<file path="src/design/vcms_pkg.sv">
`default_nettype none

package vcms_pkg;

  // Largest dimension in use along any axis.
  localparam int MAX_DIM  = 256;
  localparam int LOG_DIM  = $clog2(MAX_DIM);
  localparam int POS_W    = $clog2(MAX_DIM + 1);

  // Field and register widths.
  localparam int DIM_W    = 9;
  localparam int VOX_W    = 16;
  localparam int SIZE_W   = 24;
  localparam int SCALE_W  = 32;
  localparam int CFG_W    = 32;
  localparam int IDX_W    = 3;
  localparam int TOT_W    = 64;
  localparam int CEN_OUT_W = 32;

  // Accumulator widths: a full volume of extreme voxels must not wrap.
  localparam int RAW_W    = VOX_W + 3 * LOG_DIM;
  localparam int WGT_W    = RAW_W + LOG_DIM + 1;
  localparam int WP_W     = POS_W + 1 + VOX_W;
  localparam int CNT_W    = 3 * LOG_DIM + 1;

  // Shared multiplier: operand A is taken in two chunks, operand B at once.
  localparam int SIZE10_W = SIZE_W + 4;
  localparam int MUL_A_W  = WGT_W - 1;
  localparam int MUL_CH_W = MUL_A_W / 2;
  localparam int MUL_B_W  = SCALE_W;
  localparam int PP_W     = MUL_CH_W + MUL_B_W;
  localparam int PROD_W   = MUL_A_W + MUL_B_W;

  // Shared restoring divider, one quotient bit per cycle.
  localparam int DVD_W    = MUL_A_W + SIZE10_W;
  localparam int STEP_W   = $clog2(DVD_W);

  // Center post-processing: clamp to 2^40, subtract 1.0 in Q16, clamp to 32 bits.
  localparam int CEN_W    = 43;
  localparam logic [CEN_W-1:0] CEN_LIM  = CEN_W'(1) << 40;
  localparam logic [CEN_W-1:0] FRAC_ONE = CEN_W'(65536);
  localparam logic [CEN_W-1:0] CEN_MAX  = {{(CEN_W-31){1'b0}}, {31{1'b1}}};
  localparam logic [CEN_W-1:0] CEN_MIN  = {{(CEN_W-31){1'b1}}, {31{1'b0}}};

  // Saturation caps for the 64-bit results.
  localparam logic [PROD_W-1:0] POS_CAP64 = PROD_W'(64'h7FFF_FFFF_FFFF_FFFF);
  localparam logic [PROD_W-1:0] NEG_CAP64 = PROD_W'(64'h8000_0000_0000_0000);

  typedef enum logic [IDX_W-1:0] {
    REG_DIM_X,
    REG_DIM_Y,
    REG_DIM_Z,
    REG_FORMAT,
    REG_SIZE_X,
    REG_SIZE_Y,
    REG_SIZE_Z,
    REG_SCALE
  } reg_idx_t;

  typedef struct packed {
    logic [DIM_W-1:0]          dim_x;
    logic [DIM_W-1:0]          dim_y;
    logic [DIM_W-1:0]          dim_z;
    logic                      fmt;
    logic [SIZE_W-1:0]         size_x;
    logic [SIZE_W-1:0]         size_y;
    logic [SIZE_W-1:0]         size_z;
    logic signed [SCALE_W-1:0] scale;
  } cfg_t;

  typedef enum logic [3:0] {
    S_ACC,
    S_DXY,
    S_DXYZ,
    S_TLO,
    S_THI,
    S_TOT,
    S_MDIV,
    S_MEAN,
    S_CLO,
    S_CHI,
    S_CLD,
    S_CDIV,
    S_CRES,
    S_DONE
  } state_t;

  typedef enum logic [1:0] {
    AX_X,
    AX_Y,
    AX_Z
  } axis_t;

  typedef enum logic [1:0] {
    MOP_NONE,
    MOP_LO,
    MOP_HI
  } mul_op_t;

  typedef enum logic [2:0] {
    OPD_DXY,
    OPD_DXYZ,
    OPD_TOT,
    OPD_WX,
    OPD_WY,
    OPD_WZ
  } opnd_t;

  typedef enum logic {
    DIV_CNT,
    DIV_RAW
  } dsel_t;

  typedef enum logic [2:0] {
    RES_NONE,
    RES_MEAN,
    RES_CX,
    RES_CY,
    RES_CZ
  } res_t;

  // Commands from the controller to the datapath.
  typedef struct packed {
    logic    acc_en;
    mul_op_t mul_op;
    opnd_t   opnd;
    logic    cnt_ld;
    logic    tot_ld;
    logic    div_ld;
    dsel_t   div_sel;
    logic    div_step;
    res_t    res_sel;
    logic    emit;
  } cmd_t;

  // Status from the datapath to the controller.
  typedef struct packed {
    logic last;
    logic zero;
    logic out_blocked;
  } sts_t;

  // A dimension of zero acts as one, any value above the maximum as the maximum.
  function automatic logic [POS_W-1:0] clamp_dim(input logic [DIM_W-1:0] d);
    logic [POS_W-1:0] r;
    if (d == '0) begin
      r = POS_W'(1);
    end else if (int'(d) > MAX_DIM) begin
      r = POS_W'(MAX_DIM);
    end else begin
      r = POS_W'(d);
    end
    return r;
  endfunction

  // Signed 64-bit value from sign and magnitude, saturated.
  function automatic logic [TOT_W-1:0] sat64(input logic neg, input logic [PROD_W-1:0] mag);
    logic [PROD_W-1:0] cap;
    logic [TOT_W-1:0]  m;
    cap = neg ? NEG_CAP64 : POS_CAP64;
    m = (mag > cap) ? cap[TOT_W-1:0] : mag[TOT_W-1:0];
    return neg ? (~m + TOT_W'(1)) : m;
  endfunction

  // Center quotient to Q15.16 millimeters minus one, saturated at both steps.
  function automatic logic [CEN_OUT_W-1:0] center_fix(input logic neg,
                                                       input logic [DVD_W-1:0] mag);
    logic [DVD_W-1:0] cap;
    logic [CEN_W-1:0] m;
    logic [CEN_W-1:0] q;
    logic [CEN_W-1:0] d;
    logic [CEN_OUT_W-1:0] r;
    cap = neg ? (DVD_W'(CEN_LIM) + DVD_W'(1)) : DVD_W'(CEN_LIM);
    m = (mag > cap) ? cap[CEN_W-1:0] : mag[CEN_W-1:0];
    q = neg ? (~m + CEN_W'(1)) : m;
    d = q - FRAC_ONE;
    if ($signed(d) > $signed(CEN_MAX)) begin
      r = CEN_MAX[CEN_OUT_W-1:0];
    end else if ($signed(d) < $signed(CEN_MIN)) begin
      r = CEN_MIN[CEN_OUT_W-1:0];
    end else begin
      r = d[CEN_OUT_W-1:0];
    end
    return r;
  endfunction

endpackage

`default_nettype wire

</file>
<file path="src/design/vcms_cfg.sv">
`default_nettype none

module vcms_cfg
  import vcms_pkg::*;
(
  input  wire logic             clk,
  input  wire logic             rst_n,
  input  wire logic             cfg_we,
  input  wire logic [IDX_W-1:0] cfg_index,
  input  wire logic [CFG_W-1:0] cfg_wdata,
  output cfg_t                  cfg
);

  cfg_t cfg_r;
  cfg_t cfg_nxt;

  // Register write decode; every index in the map is a register.
  always_comb begin
    cfg_nxt = cfg_r;
    if (cfg_we) begin
      case (reg_idx_t'(cfg_index))
        REG_DIM_X:  cfg_nxt.dim_x  = cfg_wdata[DIM_W-1:0];
        REG_DIM_Y:  cfg_nxt.dim_y  = cfg_wdata[DIM_W-1:0];
        REG_DIM_Z:  cfg_nxt.dim_z  = cfg_wdata[DIM_W-1:0];
        REG_FORMAT: cfg_nxt.fmt    = cfg_wdata[0];
        REG_SIZE_X: cfg_nxt.size_x = cfg_wdata[SIZE_W-1:0];
        REG_SIZE_Y: cfg_nxt.size_y = cfg_wdata[SIZE_W-1:0];
        REG_SIZE_Z: cfg_nxt.size_z = cfg_wdata[SIZE_W-1:0];
        REG_SCALE:  cfg_nxt.scale  = $signed(cfg_wdata[SCALE_W-1:0]);
        default: begin
        end
      endcase
    end
  end

  always_ff @(posedge clk) begin
    if (!rst_n) begin
      cfg_r.dim_x  <= DIM_W'(256);
      cfg_r.dim_y  <= DIM_W'(256);
      cfg_r.dim_z  <= DIM_W'(256);
      cfg_r.fmt    <= 1'b1;
      cfg_r.size_x <= SIZE_W'(65536);
      cfg_r.size_y <= SIZE_W'(65536);
      cfg_r.size_z <= SIZE_W'(65536);
      cfg_r.scale  <= SCALE_W'(65536);
    end else begin
      cfg_r <= cfg_nxt;
    end
  end

  assign cfg = cfg_r;

endmodule

`default_nettype wire

</file>
<file path="config.mk">
export PLATFORM = sky130hd
export DESIGN_NAME = vcms_cfg
export DESIGN_NICKNAME = d
export VERILOG_FILES = /design/src/design/vcms_pkg.sv /design/src/design/vcms_cfg.sv
export SDC_FILE = /design/constraint.sdc
export NUM_CORES = 1
export LEC_CHECK = 0
export ABC_CLOCK_PERIOD_IN_PS = 1200
export BUFFER_PORTS_ARGS = -buffer_cell sky130_fd_sc_hd__buf_2
export CAP_MARGIN = 0
export CORE_MARGIN = 2
export CORE_UTILIZATION = 40
export CTS_BUF_LIST = sky130_fd_sc_hd__clkbuf_8
export DETAILED_ROUTE_END_ITERATION = 10
export GPL_TIMING_DRIVEN = 1
export HOLD_SLACK_MARGIN = 0.1
export PLACE_DENSITY = 0.65
export SLEW_MARGIN = 20
export SYNTH_ARGS = -nofsm -noshare
export SYNTH_HDL_FRONTEND = slang
export SYNTH_SLANG_ARGS = --single-unit
</file>
<file path="constraint.sdc">
create_clock -name clk -period 1.2 [get_ports clk]
set_input_delay 0.06 -clock clk [delete_from_list [all_inputs] [get_ports clk]]
set_output_delay 0.06 -clock clk [all_outputs]
set_load 0.01 [all_outputs]
</file>
Yosys cells after proc, flatten, opt, wreduce, memory -nomap -nowiden:

Cells that the tools add are included.

* add/subtract/negate cells: 0
* multipliers: 0
* div/mod/pow operators: 0
* magnitude comparators: 0
* eq/ne operators: 7
* shifts and indexed selects: 0
* muxes and demuxes: 0
* bitwise gates (word level): 0
* reduce and logical (&&, ||, !) cells: 9

Operators with widths (number)
* 2-bit AND reduction: 8
* 3-bit equality test (second input constant): 4
* 3-bit by 2-bit equality test with 1-bit output (second input constant): 2
* 3-bit by 1-bit equality test with 1-bit output (second input constant): 1
* 3-bit zero test: 1

* flip-flop bits (word level): 132
* latch bits: 0
* RAM bits: 0
* memory bits (read-only): 0
* bits of input ports: 38
* output and inout port bits: 132
* word-level logic and storage cells: 24
* memories: 0

Longest topological paths before layout:

* word-level depth: 2
* gate-level depth with buffers: 4
* mapped depth without buffers: 2

Worst setup path before layout:

No wires, ideal clock.

* path type: input to register
* start: in cfg_index[0]
* end: reg cfg_r (netlist bit cfg[128])
* library setup time: 124 ps
* arrival time: 863 ps
* required time: 1076 ps
* path slack: 213 ps
* cell stages on the path: 3
* cells stage by stage: or4b_1 buf_4 mux2i_1

* word-level cells in the longest chain between the ends: 2

Ends and longest elaborated chain
* from (decl): line vcms_cfg.sv:9 `input wire logic [IDX_W-1:0] cfg_index,`
* 3-bit zero test: line vcms_cfg.sv:21 `case (reg_idx_t'(cfg_index))`
* 2-bit AND reduction (no source line)
* to (signal assigned): line vcms_cfg.sv:47 `cfg_r <= cfg_nxt;`
* to (decl): line vcms_cfg.sv:14 `cfg_t cfg_r;`

No other way between the ends.
A chain may end at the register's enable or synchronous reset.

==> results.md <==
* Maximum clock rate at 0.891 GHz
* First-pass GRT wire length at 20100 um
* Vias in the first global route at 3984
* Storage cell area at 0.00264 sq mm
* Yosys warnings at 0
* Buffers added on ports at 169
* Cts bufs inserted at 17
* Crit end category: flop
* Dpl cells at 776
* Clk sinks at 132
* Final Cycle Share at 0.936
* Max reg flops at 132
* WL per Instance at 15.0 um
* Synth Net Count at 509
* Pre-CTS setup slack at 0.0188 ns
* Synth top area share at 0.546
* Initial DRC count at 213
* Layout cell share with drive strength beyond 1 at 0.324
* Initial antenna violation count at 0
* Pleak at 0.00365 uW
* H-Tree Depth at 4
* Root Buffer Master: clkbuf_8
* Worst-Skew Late Latency at 0.42 ns
* Post-route cell area at 0.00685 sq mm
* Req. time, crit path at 1.55 ns
* Post-CTS Setup Inserts at 0
* Die X at 114 um
* Finished Layout Cells at 847
* Post-synth design cell area at 0.00484 sq mm
* Worst IR drop on VDD at 667 uV
* DRC viols at 0
* First drt pass iteration count at 4
* ANT cells at 0
* Clock Skew at 0 ns
* Largest net degree at the start of global routing at 38
* Global route overflow at 0
* Flops & latches, synth at 132
* DR vias at 4047
* Final #Nets at 725
* Die Ht at 114 um
* Area Growth Syn to Fin at 41.4%
* Slew HR at 0.767
* Setup TNS at 0 ns
* Hold Slack at 0.137 ns
* DR vias/cell at 4.78
* Critical Path AT at 1.48 ns
* Crit-path max FO at 17
* Area of the multi-input gates at 0.00206 sq mm
* CTS tree: yes
* Clock-pin slew on the worst setup and hold paths at 0.08 ns
* PwrDens at 1330 mW/mm^2
* Avg Cell Area, Syn at 10.3 sq um
* Area contributors post-synth: dfxtp_1 55%, mux2i_1 27%, nand2_1 12%
* Status: finished clean
* Max Slew Vio Count at 0
* Area leader, netlist: dfxtp_1
* Setup CP Type: primary input to flop
* Final Hold Vio Count at 0
* Top-level port count at 170
* Final wirelength at 12700 um
* Post-DP HPWL at 8590 um
* Worst Setup Start Kind: primary input
* Unrepaired setup endpoints after global routing: false
* FP Rows at 40
* Core ar. at 0.0119 sq mm
* Filler Cells Inserted at 1058
* Final setup fails at 0
* Mapped Cells at 471
* Post-layout min period at 1.12 ns
* Routability cong. at 0.704
* Maxcap violations at 0
* Sequential-to-total area share from yosys stat at 0.546
* Final ANT Viol Nets at 0
* Slew @ Worst Pin at 0.350 ns
* Distinct cells, synth at 14
* Hold/Removal Path Class: primary input to flop
* Total die area at 0.0130 sq mm
* Total GRT Usage at 0.198
* Placed Area at 0.00603 sq mm
* Max Root-Sink Buffers at 2
* Initial core utilization at 0.407
* Setup ws final at 0.0772 ns
path summary, 6_finish.rpt:
path,start,end,slack (ns),cells past startpoint
setup / recovery,rst_n,cfg[109],0.08,5
hold / removal,rst_n,cfg[92],0.14,4
setup reg to reg,cfg[96],cfg[96],0.54,2
hold reg to reg,cfg[17],cfg[17],0.46,2
worst max-delay path, cell delays in order:
cell and delay [ns]:
buf_4 0.16, dlygate4sd3_1 0.65, buf_12 0.16, nand2_1 0.21, mux2i_1 0.23
report_power, final:
| group | leakage, uW | internal [uW] | total [uW] | switching, uW |
|---|---|---|---|---|
| Combinational | 0.00238 | 375 | 777 | 401 |
| Sequential | 0.00107 | 4480 | 4530 | 48.7 |
| Clock | 0.000203 | 2150 | 3830 | 1680 |
cells by family after synthesis:
family                 after synthesis  share of synthesized area
multiplexers                       132                      0.273
flip-flops                         132                      0.546
AND/OR/NAND/NOR                    174                      0.150
buffers and inverters               33                     0.0313
cells in the mapped netlist:
library cell and number:
nor4bb_1 1, buf_4 3, nand4_1 1, nand4b_1 3, clkbuf_1 16, buf_1 1
nand4bb_1 1, dfxtp_1 132, nor2b_1 11, and4bb_2 1, nand2_1 155, or4b_1 1
buf_2 13, mux2i_1 132
routing by layer:
| layer | wire, um | track usage |
|---|---|---|
| met5 | 0 | 0 |
| met4 | 255 | 0.0724 |
| met3 | 928 | 0.0760 |
| met2 | 5950 | 0.325 |
| met1 | 5560 | 0.237 |
repair_timing:
action	CTS	global route
hold endpoints to repair	109	14
hold buffers	37	2
endpoints found under the setup margin	0	2
resized for setup	0	2
layout make-up:
class,instances,area share
multi-input combinational,306,0.301
clock buffer,19,0.0382
clock inverter,13,0.0230
timing repair buffer,230,0.225
sequential,132,0.386
tap,147,0.0269
per-stage QoR:
stage	total power, uW	utilization
2_1_floorplan	4970	-
3_3_place_gp	5280	0.506
3_5_place_dp	5300	0.506
4_1_cts	9260	0.573
5_1_grt	9500	0.575
6_report	9130	0.575
placed cells by master (no fill, tap or decap), types with 4 or more instances in the layout:
cell type | Yosys | layout
buf_12 | 0 | 11
buf_2 | 13 | 168
buf_4 | 3 | 12
clkbuf_8 | 0 | 19
clkinv_2 | 0 | 4
clkinvlp_4 | 0 | 4
dfxtp_1 | 132 | 132
dlygate4sd3_1 | 0 | 39
mux2i_1 | 132 | 132
nand2_1 | 155 | 153
nor2b_1 | 11 | 11
Note: power is estimated with default switching activity, not from simulation.
