$ cat config.mk
export PLATFORM = sky130hd
export DESIGN_NAME = vcms_ctrl
export DESIGN_NICKNAME = d
export VERILOG_FILES = /design/src/design/vcms_pkg.sv /design/src/design/vcms_ctrl.sv
export SDC_FILE = /design/constraint.sdc
export NUM_CORES = 1
export LEC_CHECK = 0
export ABC_AREA = 1
export BUFFER_PORTS_ARGS = -buffer_cell sky130_fd_sc_hd__buf_2
export CAP_MARGIN = 20
export CORE_MARGIN = 1
export CORE_UTILIZATION = 50
export CTS_BUF_LIST = sky130_fd_sc_hd__clkbuf_8
export DETAILED_ROUTE_END_ITERATION = 8
export PLACE_DENSITY = 0.86
export SYNTH_ARGS = -nofsm -noshare
export SYNTH_HDL_FRONTEND = slang
export SYNTH_SLANG_ARGS = --single-unit
$ cat constraint.sdc
create_clock -name clk -period 1.42 [get_ports clk]
set_clock_uncertainty 0.2 [all_clocks]
set_input_delay 0.142 -clock clk [delete_from_list [all_inputs] [get_ports clk]]
set_output_delay 0.142 -clock clk [all_outputs]
set_load 0.005 [all_outputs]
$ cat src/design/vcms_pkg.sv
`default_nettype none

package vcms_pkg;

  // Largest dimension in use along any axis.
  localparam int MAX_DIM  = 256;
  localparam int LOG_DIM  = $clog2(MAX_DIM);
  localparam int POS_W    = $clog2(MAX_DIM + 1);

  // Field and register widths.
  localparam int DIM_W    = 9;
  localparam int VOX_W    = 16;
  localparam int SIZE_W   = 24;
  localparam int SCALE_W  = 32;
  localparam int CFG_W    = 32;
  localparam int IDX_W    = 3;
  localparam int TOT_W    = 64;
  localparam int CEN_OUT_W = 32;

  // Accumulator widths: a full volume of extreme voxels must not wrap.
  localparam int RAW_W    = VOX_W + 3 * LOG_DIM;
  localparam int WGT_W    = RAW_W + LOG_DIM + 1;
  localparam int WP_W     = POS_W + 1 + VOX_W;
  localparam int CNT_W    = 3 * LOG_DIM + 1;

  // Shared multiplier: operand A is taken in two chunks, operand B at once.
  localparam int SIZE10_W = SIZE_W + 4;
  localparam int MUL_A_W  = WGT_W - 1;
  localparam int MUL_CH_W = MUL_A_W / 2;
  localparam int MUL_B_W  = SCALE_W;
  localparam int PP_W     = MUL_CH_W + MUL_B_W;
  localparam int PROD_W   = MUL_A_W + MUL_B_W;

  // Shared restoring divider, one quotient bit per cycle.
  localparam int DVD_W    = MUL_A_W + SIZE10_W;
  localparam int STEP_W   = $clog2(DVD_W);

  // Center post-processing: clamp to 2^40, subtract 1.0 in Q16, clamp to 32 bits.
  localparam int CEN_W    = 43;
  localparam logic [CEN_W-1:0] CEN_LIM  = CEN_W'(1) << 40;
  localparam logic [CEN_W-1:0] FRAC_ONE = CEN_W'(65536);
  localparam logic [CEN_W-1:0] CEN_MAX  = {{(CEN_W-31){1'b0}}, {31{1'b1}}};
  localparam logic [CEN_W-1:0] CEN_MIN  = {{(CEN_W-31){1'b1}}, {31{1'b0}}};

  // Saturation caps for the 64-bit results.
  localparam logic [PROD_W-1:0] POS_CAP64 = PROD_W'(64'h7FFF_FFFF_FFFF_FFFF);
  localparam logic [PROD_W-1:0] NEG_CAP64 = PROD_W'(64'h8000_0000_0000_0000);

  typedef enum logic [IDX_W-1:0] {
    REG_DIM_X,
    REG_DIM_Y,
    REG_DIM_Z,
    REG_FORMAT,
    REG_SIZE_X,
    REG_SIZE_Y,
    REG_SIZE_Z,
    REG_SCALE
  } reg_idx_t;

  typedef struct packed {
    logic [DIM_W-1:0]          dim_x;
    logic [DIM_W-1:0]          dim_y;
    logic [DIM_W-1:0]          dim_z;
    logic                      fmt;
    logic [SIZE_W-1:0]         size_x;
    logic [SIZE_W-1:0]         size_y;
    logic [SIZE_W-1:0]         size_z;
    logic signed [SCALE_W-1:0] scale;
  } cfg_t;

  typedef enum logic [3:0] {
    S_ACC,
    S_DXY,
    S_DXYZ,
    S_TLO,
    S_THI,
    S_TOT,
    S_MDIV,
    S_MEAN,
    S_CLO,
    S_CHI,
    S_CLD,
    S_CDIV,
    S_CRES,
    S_DONE
  } state_t;

  typedef enum logic [1:0] {
    AX_X,
    AX_Y,
    AX_Z
  } axis_t;

  typedef enum logic [1:0] {
    MOP_NONE,
    MOP_LO,
    MOP_HI
  } mul_op_t;

  typedef enum logic [2:0] {
    OPD_DXY,
    OPD_DXYZ,
    OPD_TOT,
    OPD_WX,
    OPD_WY,
    OPD_WZ
  } opnd_t;

  typedef enum logic {
    DIV_CNT,
    DIV_RAW
  } dsel_t;

  typedef enum logic [2:0] {
    RES_NONE,
    RES_MEAN,
    RES_CX,
    RES_CY,
    RES_CZ
  } res_t;

  // Commands from the controller to the datapath.
  typedef struct packed {
    logic    acc_en;
    mul_op_t mul_op;
    opnd_t   opnd;
    logic    cnt_ld;
    logic    tot_ld;
    logic    div_ld;
    dsel_t   div_sel;
    logic    div_step;
    res_t    res_sel;
    logic    emit;
  } cmd_t;

  // Status from the datapath to the controller.
  typedef struct packed {
    logic last;
    logic zero;
    logic out_blocked;
  } sts_t;

  // A dimension of zero acts as one, any value above the maximum as the maximum.
  function automatic logic [POS_W-1:0] clamp_dim(input logic [DIM_W-1:0] d);
    logic [POS_W-1:0] r;
    if (d == '0) begin
      r = POS_W'(1);
    end else if (int'(d) > MAX_DIM) begin
      r = POS_W'(MAX_DIM);
    end else begin
      r = POS_W'(d);
    end
    return r;
  endfunction

  // Signed 64-bit value from sign and magnitude, saturated.
  function automatic logic [TOT_W-1:0] sat64(input logic neg, input logic [PROD_W-1:0] mag);
    logic [PROD_W-1:0] cap;
    logic [TOT_W-1:0]  m;
    cap = neg ? NEG_CAP64 : POS_CAP64;
    m = (mag > cap) ? cap[TOT_W-1:0] : mag[TOT_W-1:0];
    return neg ? (~m + TOT_W'(1)) : m;
  endfunction

  // Center quotient to Q15.16 millimeters minus one, saturated at both steps.
  function automatic logic [CEN_OUT_W-1:0] center_fix(input logic neg,
                                                       input logic [DVD_W-1:0] mag);
    logic [DVD_W-1:0] cap;
    logic [CEN_W-1:0] m;
    logic [CEN_W-1:0] q;
    logic [CEN_W-1:0] d;
    logic [CEN_OUT_W-1:0] r;
    cap = neg ? (DVD_W'(CEN_LIM) + DVD_W'(1)) : DVD_W'(CEN_LIM);
    m = (mag > cap) ? cap[CEN_W-1:0] : mag[CEN_W-1:0];
    q = neg ? (~m + CEN_W'(1)) : m;
    d = q - FRAC_ONE;
    if ($signed(d) > $signed(CEN_MAX)) begin
      r = CEN_MAX[CEN_OUT_W-1:0];
    end else if ($signed(d) < $signed(CEN_MIN)) begin
      r = CEN_MIN[CEN_OUT_W-1:0];
    end else begin
      r = d[CEN_OUT_W-1:0];
    end
    return r;
  endfunction

endpackage

`default_nettype wire

$ cat src/design/vcms_ctrl.sv
`default_nettype none

module vcms_ctrl
  import vcms_pkg::*;
(
  input  wire logic clk,
  input  wire logic rst_n,
  input  wire logic in_valid,
  output logic      in_stall,
  input  sts_t      st,
  output cmd_t      cmd
);

  state_t            state_r, state_nxt;
  logic [STEP_W-1:0] step_r, step_nxt;
  axis_t             axis_r, axis_nxt;
  opnd_t             ax_opnd;
  res_t              ax_res;

  // Per-axis operand and result selection.
  always_comb begin
    case (axis_r)
      AX_X: begin
        ax_opnd = OPD_WX;
        ax_res  = RES_CX;
      end
      AX_Y: begin
        ax_opnd = OPD_WY;
        ax_res  = RES_CY;
      end
      AX_Z: begin
        ax_opnd = OPD_WZ;
        ax_res  = RES_CZ;
      end
      default: begin
        ax_opnd = OPD_WX;
        ax_res  = RES_NONE;
      end
    endcase
  end

  // Next state, division step count and axis.
  always_comb begin
    state_nxt = state_r;
    step_nxt  = step_r;
    axis_nxt  = axis_r;
    case (state_r)
      S_ACC: begin
        if (in_valid && st.last) begin
          state_nxt = S_DXY;
        end
      end
      S_DXY:  state_nxt = S_DXYZ;
      S_DXYZ: state_nxt = S_TLO;
      S_TLO:  state_nxt = S_THI;
      S_THI:  state_nxt = S_TOT;
      S_TOT: begin
        step_nxt  = '0;
        state_nxt = S_MDIV;
      end
      S_MDIV: begin
        step_nxt = step_r + STEP_W'(1);
        if (step_r == STEP_W'(DVD_W - 1)) begin
          state_nxt = S_MEAN;
        end
      end
      S_MEAN: begin
        axis_nxt  = AX_X;
        state_nxt = st.zero ? S_DONE : S_CLO;
      end
      S_CLO: state_nxt = S_CHI;
      S_CHI: state_nxt = S_CLD;
      S_CLD: begin
        step_nxt  = '0;
        state_nxt = S_CDIV;
      end
      S_CDIV: begin
        step_nxt = step_r + STEP_W'(1);
        if (step_r == STEP_W'(DVD_W - 1)) begin
          state_nxt = S_CRES;
        end
      end
      S_CRES: begin
        case (axis_r)
          AX_X: begin
            axis_nxt  = AX_Y;
            state_nxt = S_CLO;
          end
          AX_Y: begin
            axis_nxt  = AX_Z;
            state_nxt = S_CLO;
          end
          default: state_nxt = S_DONE;
        endcase
      end
      S_DONE: begin
        if (!st.out_blocked) begin
          state_nxt = S_ACC;
        end
      end
      default: state_nxt = S_ACC;
    endcase
  end

  // Commands per state.
  always_comb begin
    cmd      = '0;
    in_stall = (state_r != S_ACC);
    case (state_r)
      S_ACC: cmd.acc_en = in_valid;
      S_DXY: begin
        cmd.mul_op = MOP_LO;
        cmd.opnd   = OPD_DXY;
      end
      S_DXYZ: begin
        cmd.mul_op = MOP_LO;
        cmd.opnd   = OPD_DXYZ;
      end
      S_TLO: begin
        cmd.cnt_ld = 1'b1;
        cmd.mul_op = MOP_LO;
        cmd.opnd   = OPD_TOT;
      end
      S_THI: begin
        cmd.mul_op = MOP_HI;
        cmd.opnd   = OPD_TOT;
      end
      S_TOT: begin
        cmd.tot_ld  = 1'b1;
        cmd.div_ld  = 1'b1;
        cmd.div_sel = DIV_CNT;
      end
      S_MDIV: cmd.div_step = 1'b1;
      S_MEAN: cmd.res_sel  = RES_MEAN;
      S_CLO: begin
        cmd.mul_op = MOP_LO;
        cmd.opnd   = ax_opnd;
      end
      S_CHI: begin
        cmd.mul_op = MOP_HI;
        cmd.opnd   = ax_opnd;
      end
      S_CLD: begin
        cmd.div_ld  = 1'b1;
        cmd.div_sel = DIV_RAW;
      end
      S_CDIV: cmd.div_step = 1'b1;
      S_CRES: cmd.res_sel  = ax_res;
      S_DONE: cmd.emit     = !st.out_blocked;
      default: begin
      end
    endcase
  end

  always_ff @(posedge clk) begin
    if (!rst_n) begin
      state_r <= S_ACC;
      step_r  <= '0;
      axis_r  <= AX_X;
    end else begin
      state_r <= state_nxt;
      step_r  <= step_nxt;
      axis_r  <= axis_nxt;
    end
  end

  // The voxel that closes a volume stops the input until the result is out.
  assert property (@(posedge clk) disable iff (!rst_n)
    (cmd.acc_en && st.last) |=> in_stall)
    else $error("input not stalled after the last voxel of a volume");

endmodule

`default_nettype wire

==> impl_metrics.csv, run 1 <==
group,metric,value,unit
synthesis,yosys.area.top_type,"dfxtp_1",
place,routabilityCongestion,0.9314,
global_routing,grt_max_degree,9,
synthesis,synth_top_cell_area_share,27.15,%
synthesis,synthCells,158,
synthesis,synth_edf_count,0,
synthesis,ys_seq_elements,13,
synthesis,ys_async_sr_fraction,0,%
synthesis,synthTopCellsByCount,"nand2_1, nor2_1, inv_1, dfxtp_1, a21oi_1",
outcome,firstError,"[ERROR DPL-0038] Utilization greater than 100%, impossible to legalize",
die,die_x,45.78,um
synthesis,synth.most_common_cell,"nand2_1",
die,die_height,45.78,um
clock_tree,htreeDepth,1,
place,place_ws,-0.1409,ns
outcome,outcome,"stopped before the end",
die,io_pins,22,
clock_tree,clock-root-buffer,"clkbuf_8",
die,fp-row-count,15,
synthesis,yosysWarnings,0,
clock_tree,cts_max_path_buffers,2,
synthesis,synth_area,958.4,um^2
place,detailed_place_hpwl,2.101,mm
synthesis,synth.yosys.seq_area_share,27.15,%
outcome,haltStage,"global routing",
synthesis,synthTopCellsByArea,"dfxtp_1, nand2_1, nor2_1",
synthesis,synthesis.nets,170,
die,start_util,54.33,%
synthesis,syn-mean-instance-area,6.066,um^2
place,port_buffers,21,
synthesis,synth_ff_type,"dfxtp_1",
clock_tree,cts_buffers,3,
clock_tree,clock_sinks,13,
synthesis,synth_cell_types,21,
[cells by family after synthesis]
group / synth area share (%)
simple gates: 38.12
buf+inv: 11.36
compound gates: 15.54
flops: 27.15
fa+ha+maj: 7.833
[metrics by stage]
| stage | setup TNS (ns) | util (%) | cells | cell area (um^2) |
|---|---|---|---|---|
| 3_3_place_gp | -0.9039 | 72.48 | 229 | 1279 |
| 4_1_cts | -2.671 | 89.08 | 242 | 1572 |
| 3_5_place_dp | -1.417 | 72.48 | 229 | 1279 |
| 2_1_floorplan | 0 | - | 158 | 958.4 |
[repair_timing]
action | in CTS
setup endpoints to repair | 29
hold endpoints to repair | 3
hold buffers | 1
buffers inserted | 8
resized for setup | 61
pin swaps | 15
==> run 2: changes to the inputs <==
Settings changed: CORE_AREA set to 2 2 63 65, CORE_MARGIN 1 to not set, CORE_UTILIZATION 50 to not set, CTS_BUF_LIST sky130_fd_sc_hd__clkbuf_8 to not set, DIE_AREA set to 0 0 65 67, PLACE_DENSITY 0.86 to not set, PLACE_DENSITY_LB_ADDON set to 0.15.
Clock period 1.42 ns to 1.8 ns, I/O delays scaled along.
==> impl_metrics.csv, run 2 <==
group,metric,value,unit
cells_and_area,seq_area,267.8,um^2
die,fp-row-count,22,
cells_and_area,final_common_cell,"nand2_1",
die,start_util,26.58,%
global_routing,grt_pass1_vias,999,
sta,drv_slew,0,
synthesis,synthTopCellsByArea,"dfxtp_1, nand2_1, nor2_1",
clock_tree,clock-root-buffer,"clkbuf_8",
worst_setup_path,path_max_fanout,12,
clock_tree,cts_hold_buf,0,
route,vias,1055,
job,max_cap_violations,0,
route,drt_wl_total,2.609,mm
sta,fin_setup_tns,0,ns
worst_setup_path,arrival,1.33,ns
hold_path,min_path_type,"primary input to flip-flop",
synthesis,yosys.area.top_type,"dfxtp_1",
cells_and_area,top_register,"step_r",
sta,rsz0062_at_grt,"true",
worst_setup_path,cp_cell_sequence,"inv_2, nor2_2, nand2_1, nand2_4, buf_2",
route,drt_first_pass_iters,4,
place,dpl_cell_area,1127,um^2
worst_setup_path,cp-start-kind,"flip-flop",
worst_setup_path,cpMaxStageDelayCell,"dfxtp_2",
synthesis,ys_async_sr_fraction,0,%
sta,tightest_slew,0.2820,ns
clock_tree,htreeDepth,1,
outcome,outcome,"finished, final reports clean",
cells_and_area,layout-drive-gt1-share,26.63,%
sta,finalCritPeriodShare,95.06,%
cells_and_area,final_nets,197,
sta,clock.fmax,584.4,MHz
sta,slew_headroom,81.18,%
clock_tree,insertion_delay,0.25,ns
power_and_ir_drop,ir_worst_vdd,0.0003230,V
synthesis,synth.most_common_cell,"nand2_1",
global_routing,grt_pass1_wl,4.429,mm
synthesis,synthCells,158,
route,remaining_drc_errors,0,
synthesis,synth_cell_types,21,
die,core_region_area,3606,um^2
synthesis,ys_seq_elements,13,
die,die_x,65,um
place,detailed_place_hpwl,2.040,mm
cells_and_area,syn_to_final_growth,26.24,%
die,die_height,67,um
global_routing,antenna_found_initial,0,
clock_tree,cts_max_path_buffers,2,
cells_and_area,largestRegisters,"step_r: 7 flops, state_r: 4 flops, axis_r: 2 flops",
worst_setup_path,reg2reg_slack,0.16,ns
sta,hold_viol_final,0,
place,routabilityCongestion,0.8818,
route,drtAntennaViolNets,0,
global_routing,grt_overflow_total,0,
synthesis,synth.yosys.seq_area_share,27.15,%
synthesis,synth_area,958.4,um^2
clock_tree,tritoncts,"built",
clock_tree,clock_sinks,13,
cells_and_area,num_antenna_cells,0,
synthesis,synth_ff_type,"dfxtp_1",
worst_setup_path,max_stage_delay,0.40,ns
die,io_pins,22,
power_and_ir_drop,p_leak,0.0005845,uW
synthesis,synth_top_cell_area_share,27.15,%
synthesis,yosysWarnings,0,
synthesis,synth_edf_count,0,
synthesis,synthesis.nets,170,
sta,final-setup-viol-count,0,
synthesis,syn-mean-instance-area,6.066,um^2
worst_setup_path,worstPathRequired,1.42,ns
power_and_ir_drop,pwr_density_cell,905.4,nW/um^2
cells_and_area,multi_input_area,619.3,um^2
clock_tree,cts_buffers,3,
synthesis,synthTopCellsByCount,"nand2_1, nor2_1, inv_1, dfxtp_1, a21oi_1",
route,drt_iter0_markers,67,
route,wl_per_cell,11.25,um
cells_and_area,final_cell_mix,"nand2_1, inv_1, nor2_1",
cells_and_area,largest_register_ff_count,7,
sta,period_needed,1.711,ns
cells_and_area,final_area,1210,um^2
clock_tree,clkTransAtPathRegs,0.06,ns
die,die_area,4355,um^2
cells_and_area,nFillCells,407,
worst_setup_path,end_kind,"primary output",
worst_setup_path,worstSetupPathType,"flip-flop to primary output",
route,viasPerCell,4.547,
global_routing,grtUsageTotal,13.31,%
place,port_buffers,21,
global_routing,grt_max_degree,13,
-- run 2: area by class of cell --
cell class                      instances  share of cell area [%]
Timing Repair Buffer                   23                   9.928
Clock buffer                            4                   3.723
Inverter                               26                   8.066
Multi-Input combinational cell        118                   51.19
Tap cell                               48                   4.964
Sequential cell                        13                   22.13
-- run 2: metal layers --
layer  vias to the layer above  routed length [um]  track usage, %
li1                        551                   -               -
met2                        35                1098           20.23
met1                       464                1312           18.24
met3                         5                 157           2.534
met5                         -                   0               0
met4                         0                  40           5.585
-- run 2: repair_timing --
item                                    in CTS  in global routing
buffers inserted                             0                  0
endpoints found under the setup margin       1                 12
pin swaps                                    0                  0
resized for setup                            1                 13
cloned                                       0                  0
-- run 2: cells by family after synthesis --
group	synth area share (%)
and+or+nand+nor	38.12
buffers and inverters	11.36
adders and majority gates	7.833
DFF	27.15
AOI/OAI and AO/OA	15.54
-- run 2: through the flow --
step / util, % / total power [uW] / hold WS (ns) / std cells / worst slack [ns]
final: 33.55 / 1095 / 0.02279 / 232 / 0.08894
after global routing: 33.55 / 1191 / 0.04655 / 232 / -0.002909
after CTS: 32.65 / 1070 / 0.01715 / 232 / 0.00008826
after detailed placement: 31.26 / 799.6 / 0.2811 / 228 / 0.05487
after global placement: 31.26 / 816.6 / 0.2796 / 228 / 0.02926
after floorplan: - / 629.1 / 0.07763 / 158 / 0.3895
-- run 2: where the power goes --
part / switching [uW] / internal (uW) / total [uW]
registers: 48.4 / 320 / 368
logic: 283 / 180 / 464
clock network: 107 / 156 / 264
-- run 2: final timing paths --
| kind | start | depth (start not counted) | endpoint |
|---|---|---|---|
| min reg2reg | axis_r[1]$_SDFFE_PN0P_ | 2 | axis_r[1]$_SDFFE_PN0P_ |
| max reg2reg | state_r[3]$_SDFFE_PN0P_ | 8 | state_r[3]$_SDFFE_PN0P_ |
| min | rst_n | 3 | step_r[5]$_SDFFE_PN0P_ |
| max | state_r[3]$_SDFFE_PN0P_ | 5 | cmd[4] |
-- run 2: worst max-delay path: cells and delay by family, from the launching register on --
family / cells / cell delay [ns]
buffers and inverters: 2 / 0.20
flip-flops: 1 / 0.40
AND/OR/NAND/NOR: 3 / 0.49
No activity file was read; power rests on OpenSTA's default activity.
==> run 3: changes to the inputs <==
--- a/config.mk
+++ b/config.mk
@@ -6,5 +6,4 @@
 export NUM_CORES = 1
 export LEC_CHECK = 0
-export ABC_AREA = 1
 export BUFFER_PORTS_ARGS = -buffer_cell sky130_fd_sc_hd__buf_2
 export CAP_MARGIN = 20
@@ -13,4 +12,5 @@
 export DIE_AREA = 0 0 65 67
 export PLACE_DENSITY_LB_ADDON = 0.15
+export REMOVE_ABC_BUFFERS = 1
 export SYNTH_ARGS = -nofsm -noshare
 export SYNTH_HDL_FRONTEND = slang
==> constraint.sdc (replaced) <==
create_clock -name clk -period 1.8 [get_ports clk]
set_clock_uncertainty 0.2 [all_clocks]
set_input_delay 0.18 -clock clk [delete_from_list [all_inputs] [get_ports clk]]
set_output_delay 0.18 -clock clk [all_outputs]
set_load 0.05 [all_outputs]
==> impl_metrics.csv, run 3 <==
group,metric,value,unit
outcome,outcome,"finished, final reports clean",
place,port_buffers,21,
route,wl_met1,1.274,mm
sta,tightest_slew,0.2753,ns
place,routabilityCongestion,0.8221,
worst_setup_path,path_max_fanout,14,
cells_and_area,final_common_cell,"buf_4",
cells_and_area,multi_input_area,925.9,um^2
sta,drv_slew,0,
power_and_ir_drop,ir_worst_vdd,0.0007841,V
die,die_height,67,um
clock_tree,tritoncts,"built",
place,place_ws,-0.03463,ns
cells_and_area,final_core_utilization,48.30,%
cells_and_area,num_antenna_cells,0,
sta,final-setup-viol-count,0,
worst_setup_path,max_stage_delay,0.41,ns
synthesis,ys_async_sr_fraction,0,%
place,detailed_place_hpwl,2.080,mm
route,wl_per_cell,13.35,um
worst_setup_path,r2r_cells,6,
sta,fin_setup_tns,0,ns
job,max_cap_violations,0,
die,fp-row-count,22,
worst_setup_path,timing.rr.start,"axis_r[0]$_SDFFE_PN0P_",
global_routing,grt_pass1_wl,4.754,mm
die,io_pins,22,
clock_tree,clock-root-buffer,"clkbuf_8",
sta,rsz0062_at_grt,"true",
power_and_ir_drop,pwr_density_cell,892.9,nW/um^2
sta,clock.fmax,563.8,MHz
synthesis,synth.yosys.seq_area_share,22.37,%
synthesis,synth_cell_types,48,
worst_setup_path,arrival,1.39,ns
hold_path,min_from,"st[0]",
clock_tree,htreeDepth,1,
cells_and_area,largestRegisters,"step_r: 7 flops, state_r: 4 flops, axis_r: 2 flops",
clock_tree,cts_buffers,3,
die,die_area,4355,um^2
synthesis,synthTopCellsByCount,"dfxtp_1, a21oi_1, nor2_1, nand2_1",
synthesis,synth_edf_count,0,
synthesis,synth_area,1164,um^2
hold_path,min_path_cells,3,
clock_tree,cts_max_path_buffers,2,
worst_setup_path,cp_cell_sequence,"nor4_4, buf_4, and2_4, buf_6",
worst_setup_path,reg2reg_slack,0.05,ns
cells_and_area,largest_register_ff_count,7,
worst_setup_path,r2r_end,"state_r[0]$_SDFFE_PN0P_",
route,viasPerCell,5.143,
power_and_ir_drop,power.total,1555,uW
global_routing,grt_max_degree,15,
synthesis,ys_seq_elements,13,
worst_setup_path,worstPathRequired,1.42,ns
sta,hold_viol_final,0,
cells_and_area,nFillCells,356,
global_routing,grt_pass1_vias,1092,
route,drt_wl_total,2.976,mm
clock_tree,insertion_delay,0.24,ns
cells_and_area,layout-drive-gt1-share,51.43,%
sta,finalCritPeriodShare,98.54,%
sta,slew_headroom,81.58,%
synthesis,synth_ff_type,"dfxtp_1",
cells_and_area,top_register,"step_r",
worst_setup_path,cp-start-kind,"flip-flop",
synthesis,syn-mean-instance-area,8.951,um^2
synthesis,synthCells,130,
cells_and_area,syn_to_final_growth,49.68,%
die,core_region_area,3606,um^2
sta,fin_ws,0.02633,ns
synthesis,synth.most_common_cell,"dfxtp_1",
cells_and_area,final_cell_mix,"buf_4, buf_6, a21oi_1",
cells_and_area,final_nets,188,
route,dr_wl_met2,1.533,mm
synthesis,yosysWarnings,0,
sta,period_needed,1.774,ns
synthesis,yosys.area.top_type,"dfxtp_1",
global_routing,grt_overflow_total,0,
global_routing,grtUsageTotal,14.08,%
route,drt_first_pass_iters,4,
route,drt_iter0_markers,29,
route,wl_met3,74,um
die,die_x,65,um
worst_setup_path,cpMaxStageDelayCell,"dfxtp_4",
synthesis,synth_top_cell_area_share,22.37,%
hold_path,hold_path_end,"state_r[1]$_SDFFE_PN0P_",
synthesis,synthTopCellsByArea,"dfxtp_1, ha_1, a21oi_1",
route,highest_layer,"met4",
worst_setup_path,worstSetupPathType,"flip-flop to primary output",
power_and_ir_drop,p_leak,0.0007873,uW
route,remaining_drc_errors,0,
clock_tree,clock_sinks,13,
route,drtAntennaViolNets,0,
cells_and_area,seq_area,275.3,um^2
clock_tree,clkTransAtPathRegs,0.06,ns
route,vias,1147,
global_routing,antenna_found_initial,0,
die,start_util,32.27,%
worst_setup_path,end_kind,"primary output",
hold_path,min_path_type,"primary input to flip-flop",
run 3: layer usage:
layer	global-route usage [%]	up-vias
li1	-	568
met1	16.48	535
met2	25.64	35
met3	1.014	9
met4	7.181	0
met5	0	-
run 3: worst max-delay path by stage:
stage / from / endpoint / slack [ns] / cells after the start
global placement: state_r[1]$_SDFFE_PN0P_ / step_r[6]$_SDFFE_PN0P_ / 0.003 / 5
CTS: state_r[0]$_SDFFE_PN0P_ / cmd[3] / -0.009 / 4
detailed placement: state_r[1]$_SDFFE_PN0P_ / step_r[6]$_SDFFE_PN0P_ / -0.03 / 5
global route: state_r[0]$_SDFFE_PN0P_ / cmd[2] / -0.03 / 4
finish: state_r[1]$_SDFFE_PN0P_ / cmd[14] / 0.03 / 4
floorplan: state_r[3]$_SDFFE_PN0P_ / cmd[2] / -0.75 / 2
run 3: metrics by stage:
stage	hold WS [ns]	area, um^2	std cells
2_1_floorplan	0.09609	1086	121
3_3_place_gp	0.2785	1431	214
3_5_place_dp	0.2812	1431	214
4_1_cts	0.06060	1560	218
5_1_grt	0.08786	1742	223
6_report	0.06254	1742	223
run 3: logic make-up after synthesis:
| logic type | after synthesis | synth area share (%) |
|---|---|---|
| adder cells (fa/ha/maj) | 6 | 6.451 |
| AND/OR/NAND/NOR | 57 | 36.13 |
| AO/OA/AOI/OAI | 35 | 23.66 |
| XOR/XNOR | 1 | 0.7528 |
| flip-flops | 13 | 22.37 |
| multiplexers | 2 | 1.720 |
| buffers and inverters | 16 | 8.924 |
run 3: repair_timing:
item | 4_1_cts | 5_1_grt
pin swaps | 2 | 7
cloned | 0 | 0
setup buffers | 0 | 5
hold endpoints to repair | 0 | 0
resized for setup | 26 | 39
setup endpoints to repair | 17 | 13
hold buffers | 0 | 0
run 3: power by group:
| part | internal (uW) | switching, uW |
|---|---|---|
| logic | 396 | 518 |
| clock network | 157 | 116 |
| registers | 314 | 54.9 |
| total | 867 | 688 |
run 3: layout make-up:
class                      count  area share [%]
sequential                    13           15.80
clock buffer                   4           2.586
inverter                       7           1.796
timing repair buffer          50           23.20
multi-input combinational    101           53.16
tap                           48           3.448
run 3: worst max-delay path, delay by kind of cell (launching register included):
| kind | cells | cell delay [ns] |
|---|---|---|
| simple gates | 2 | 0.42 |
| flops | 1 | 0.41 |
| buf+inv | 2 | 0.31 |
==> run 4: changes to the inputs <==
Settings changed: CAP_MARGIN 20 to 5, REMOVE_ABC_BUFFERS 1 to not set.
==> impl_metrics.csv, run 4 (same netlist as run 3, synthesis figures left out) <==
group,metric,value,unit
place,detailed_place_hpwl,2.044,mm
cells_and_area,final_nets,183,
cells_and_area,layout-drive-gt1-share,48.82,%
power_and_ir_drop,pwr_density_cell,925.1,nW/um^2
sta,tightest_slew,0.2771,ns
clock_tree,insertion_delay,0.24,ns
worst_setup_path,r2r_cells,5,
sta,rsz0062_at_grt,"true",
hold_path,min_path_type,"primary input to flip-flop",
power_and_ir_drop,p_leak,0.0007632,uW
global_routing,antenna_found_initial,0,
route,remaining_drc_errors,0,
power_and_ir_drop,intPower,896.4,uW
place,port_buffers,21,
clock_tree,cts_max_path_buffers,2,
worst_setup_path,worstSetupPathType,"flip-flop to primary output",
sta,final-setup-viol-count,1,
power_and_ir_drop,power_switching,665.1,uW
die,io_pins,22,
power_and_ir_drop,ir_worst_vdd,0.0004418,V
die,die_height,67,um
cells_and_area,final_area,1688,um^2
global_routing,grt_pass1_wl,4.781,mm
worst_setup_path,end_kind,"primary output",
outcome,violations,"setup timing",
power_and_ir_drop,sequentialPowerShare,21.7,%
job,max_cap_violations,0,
cells_and_area,largest_register_ff_count,7,
worst_setup_path,reg2reg_slack,0.06,ns
worst_setup_path,path_max_fanout,9,
clock_tree,clock_sinks,13,
route,viasPerCell,4.876,
die,die_x,65,um
die,start_util,32.27,%
sta,fin_ws,-0.01437,ns
sta,drv_slew,0,
sta,period_needed,1.814,ns
clock_tree,clkTransAtPathRegs,0.06,ns
hold_path,min_path_cells,3,
route,wl_per_cell,13.15,um
sta,finalCritPeriodShare,100.8,%
global_routing,grtUsageTotal,14.35,%
cells_and_area,num_antenna_cells,0,
route,vias,1063,
worst_setup_path,worstPathRequired,1.42,ns
synthesis,synthesis.nets,142,
route,drtAntennaViolNets,0,
cells_and_area,final_common_cell,"buf_4",
worst_setup_path,arrival,1.43,ns
place,dp.cells,208,
place,routabilityCongestion,0.7695,
die,core_region_area,3606,um^2
sta,hold_viol_final,0,
sta,slew_headroom,81.47,%
die,fp-row-count,22,
global_routing,grt_max_degree,14,
route,drt_iter0_markers,23,
clock_tree,htreeDepth,1,
place,dpl_cell_area,1440,um^2
global_routing,grt_overflow_total,0,
outcome,outcome,"complete, but fails checks",
sta,clock.fmax,551.2,MHz
clock_tree,cts_buffers,3,
clock_tree,tritoncts,"built",
global_routing,grt_pass1_vias,1023,
cells_and_area,final_cells,218,
worst_setup_path,cp-start-kind,"flip-flop",
worst_setup_path,timing.rr.start,"state_r[1]$_SDFFE_PN0P_",
cells_and_area,final_cell_mix,"buf_4, a21oi_1, buf_6",
power_and_ir_drop,pwr-share-comb,61.4,%
cells_and_area,largestRegisters,"step_r: 7 flops, state_r: 4 flops, axis_r: 2 flops",
cells_and_area,syn_to_final_growth,45.05,%
power_and_ir_drop,switching_share,42.59,%
cells_and_area,top_register,"step_r",
worst_setup_path,r2r_end,"state_r[1]$_SDFFE_PN0P_",
route,drt_wl_total,2.867,mm
clock_tree,cts_hold_buf,0,
die,die_area,4355,um^2
hold_path,min_from,"st[0]",
power_and_ir_drop,power_frac_clock,16.9,%
clock_tree,clock-root-buffer,"clkbuf_8",
hold_path,hold_path_end,"state_r[1]$_SDFFE_PN0P_",
route,drt_first_pass_iters,4,
## run 4: timing repair
action                                  in CTS  in global routing
endpoints found under the setup margin      14                 18
cloned                                       1                  0
pin swaps                                    1                  4
setup buffers                                3                  2
resized for setup                           24                 17
## run 4: critical path, stage by stage (launching register included)
cell and delay, ns:
dfxtp_2 0.34, buf_12 0.14, and4bb_2 0.33, nor3b_4 0.20, buf_6 0.18
## run 4: power groups by stage
stage               Clock, uW  Sequential, uW  Combinational, uW
floorplan                   0             327                631
global placement            0             334                778
detailed placement          0             335                781
CTS                       279             339                910
global route              290             343               1010
finish                    263             339                959
## run 4: how the worst max path moves through the flow
stage                       startpoint  slack [ns]                       to
2_1_floorplan  state_r[3]$_SDFFE_PN0P_       -0.12                  cmd[10]
3_3_place_gp    axis_r[0]$_SDFFE_PN0P_        0.08  state_r[0]$_SDFFE_PN0P_
3_5_place_dp   state_r[3]$_SDFFE_PN0P_        0.04   step_r[4]$_SDFFE_PN0P_
4_1_cts         axis_r[0]$_SDFFE_PN0P_       -0.04                  cmd[10]
5_1_grt        state_r[1]$_SDFFE_PN0P_       -0.08                   cmd[2]
6_report       state_r[1]$_SDFFE_PN0P_       -0.01                   cmd[2]
## run 4: metrics by stage
stage	hold slack (ns)	utilization, %	power [uW]	TNS [ns]	setup WS (ns)
6_report	0.06832	46.81	1562	-0.01437	-0.01437
5_1_grt	0.08360	46.81	1647	-0.1442	-0.07940
4_1_cts	0.06409	44.55	1528	-0.06999	-0.04227
3_5_place_dp	0.3160	39.94	1116	0	0.04335
3_3_place_gp	0.3000	39.94	1112	0	0.07956
2_1_floorplan	0.1331	-	957.6	-0.1984	-0.1151
## run 4: routing by layer
layer  up-vias  track usage (%)  share of wire [%]
li1        555                -                  -
met1       494            18.69                 49
met2        12            23.58                 47
met3         2            3.716                3.1
met4         0            3.457               0.59
met5         -                0                  0
## run 4: final cells by class
type | count | area (um^2)
Clock buffer | 4 | 45.04
Fill cell | 361 | 1918
Inverter | 7 | 26.28
Multi-Input combinational cell | 101 | 895.9
Sequential cell | 13 | 272.8
Tap cell | 48 | 60.06
Timing Repair Buffer | 45 | 387.9
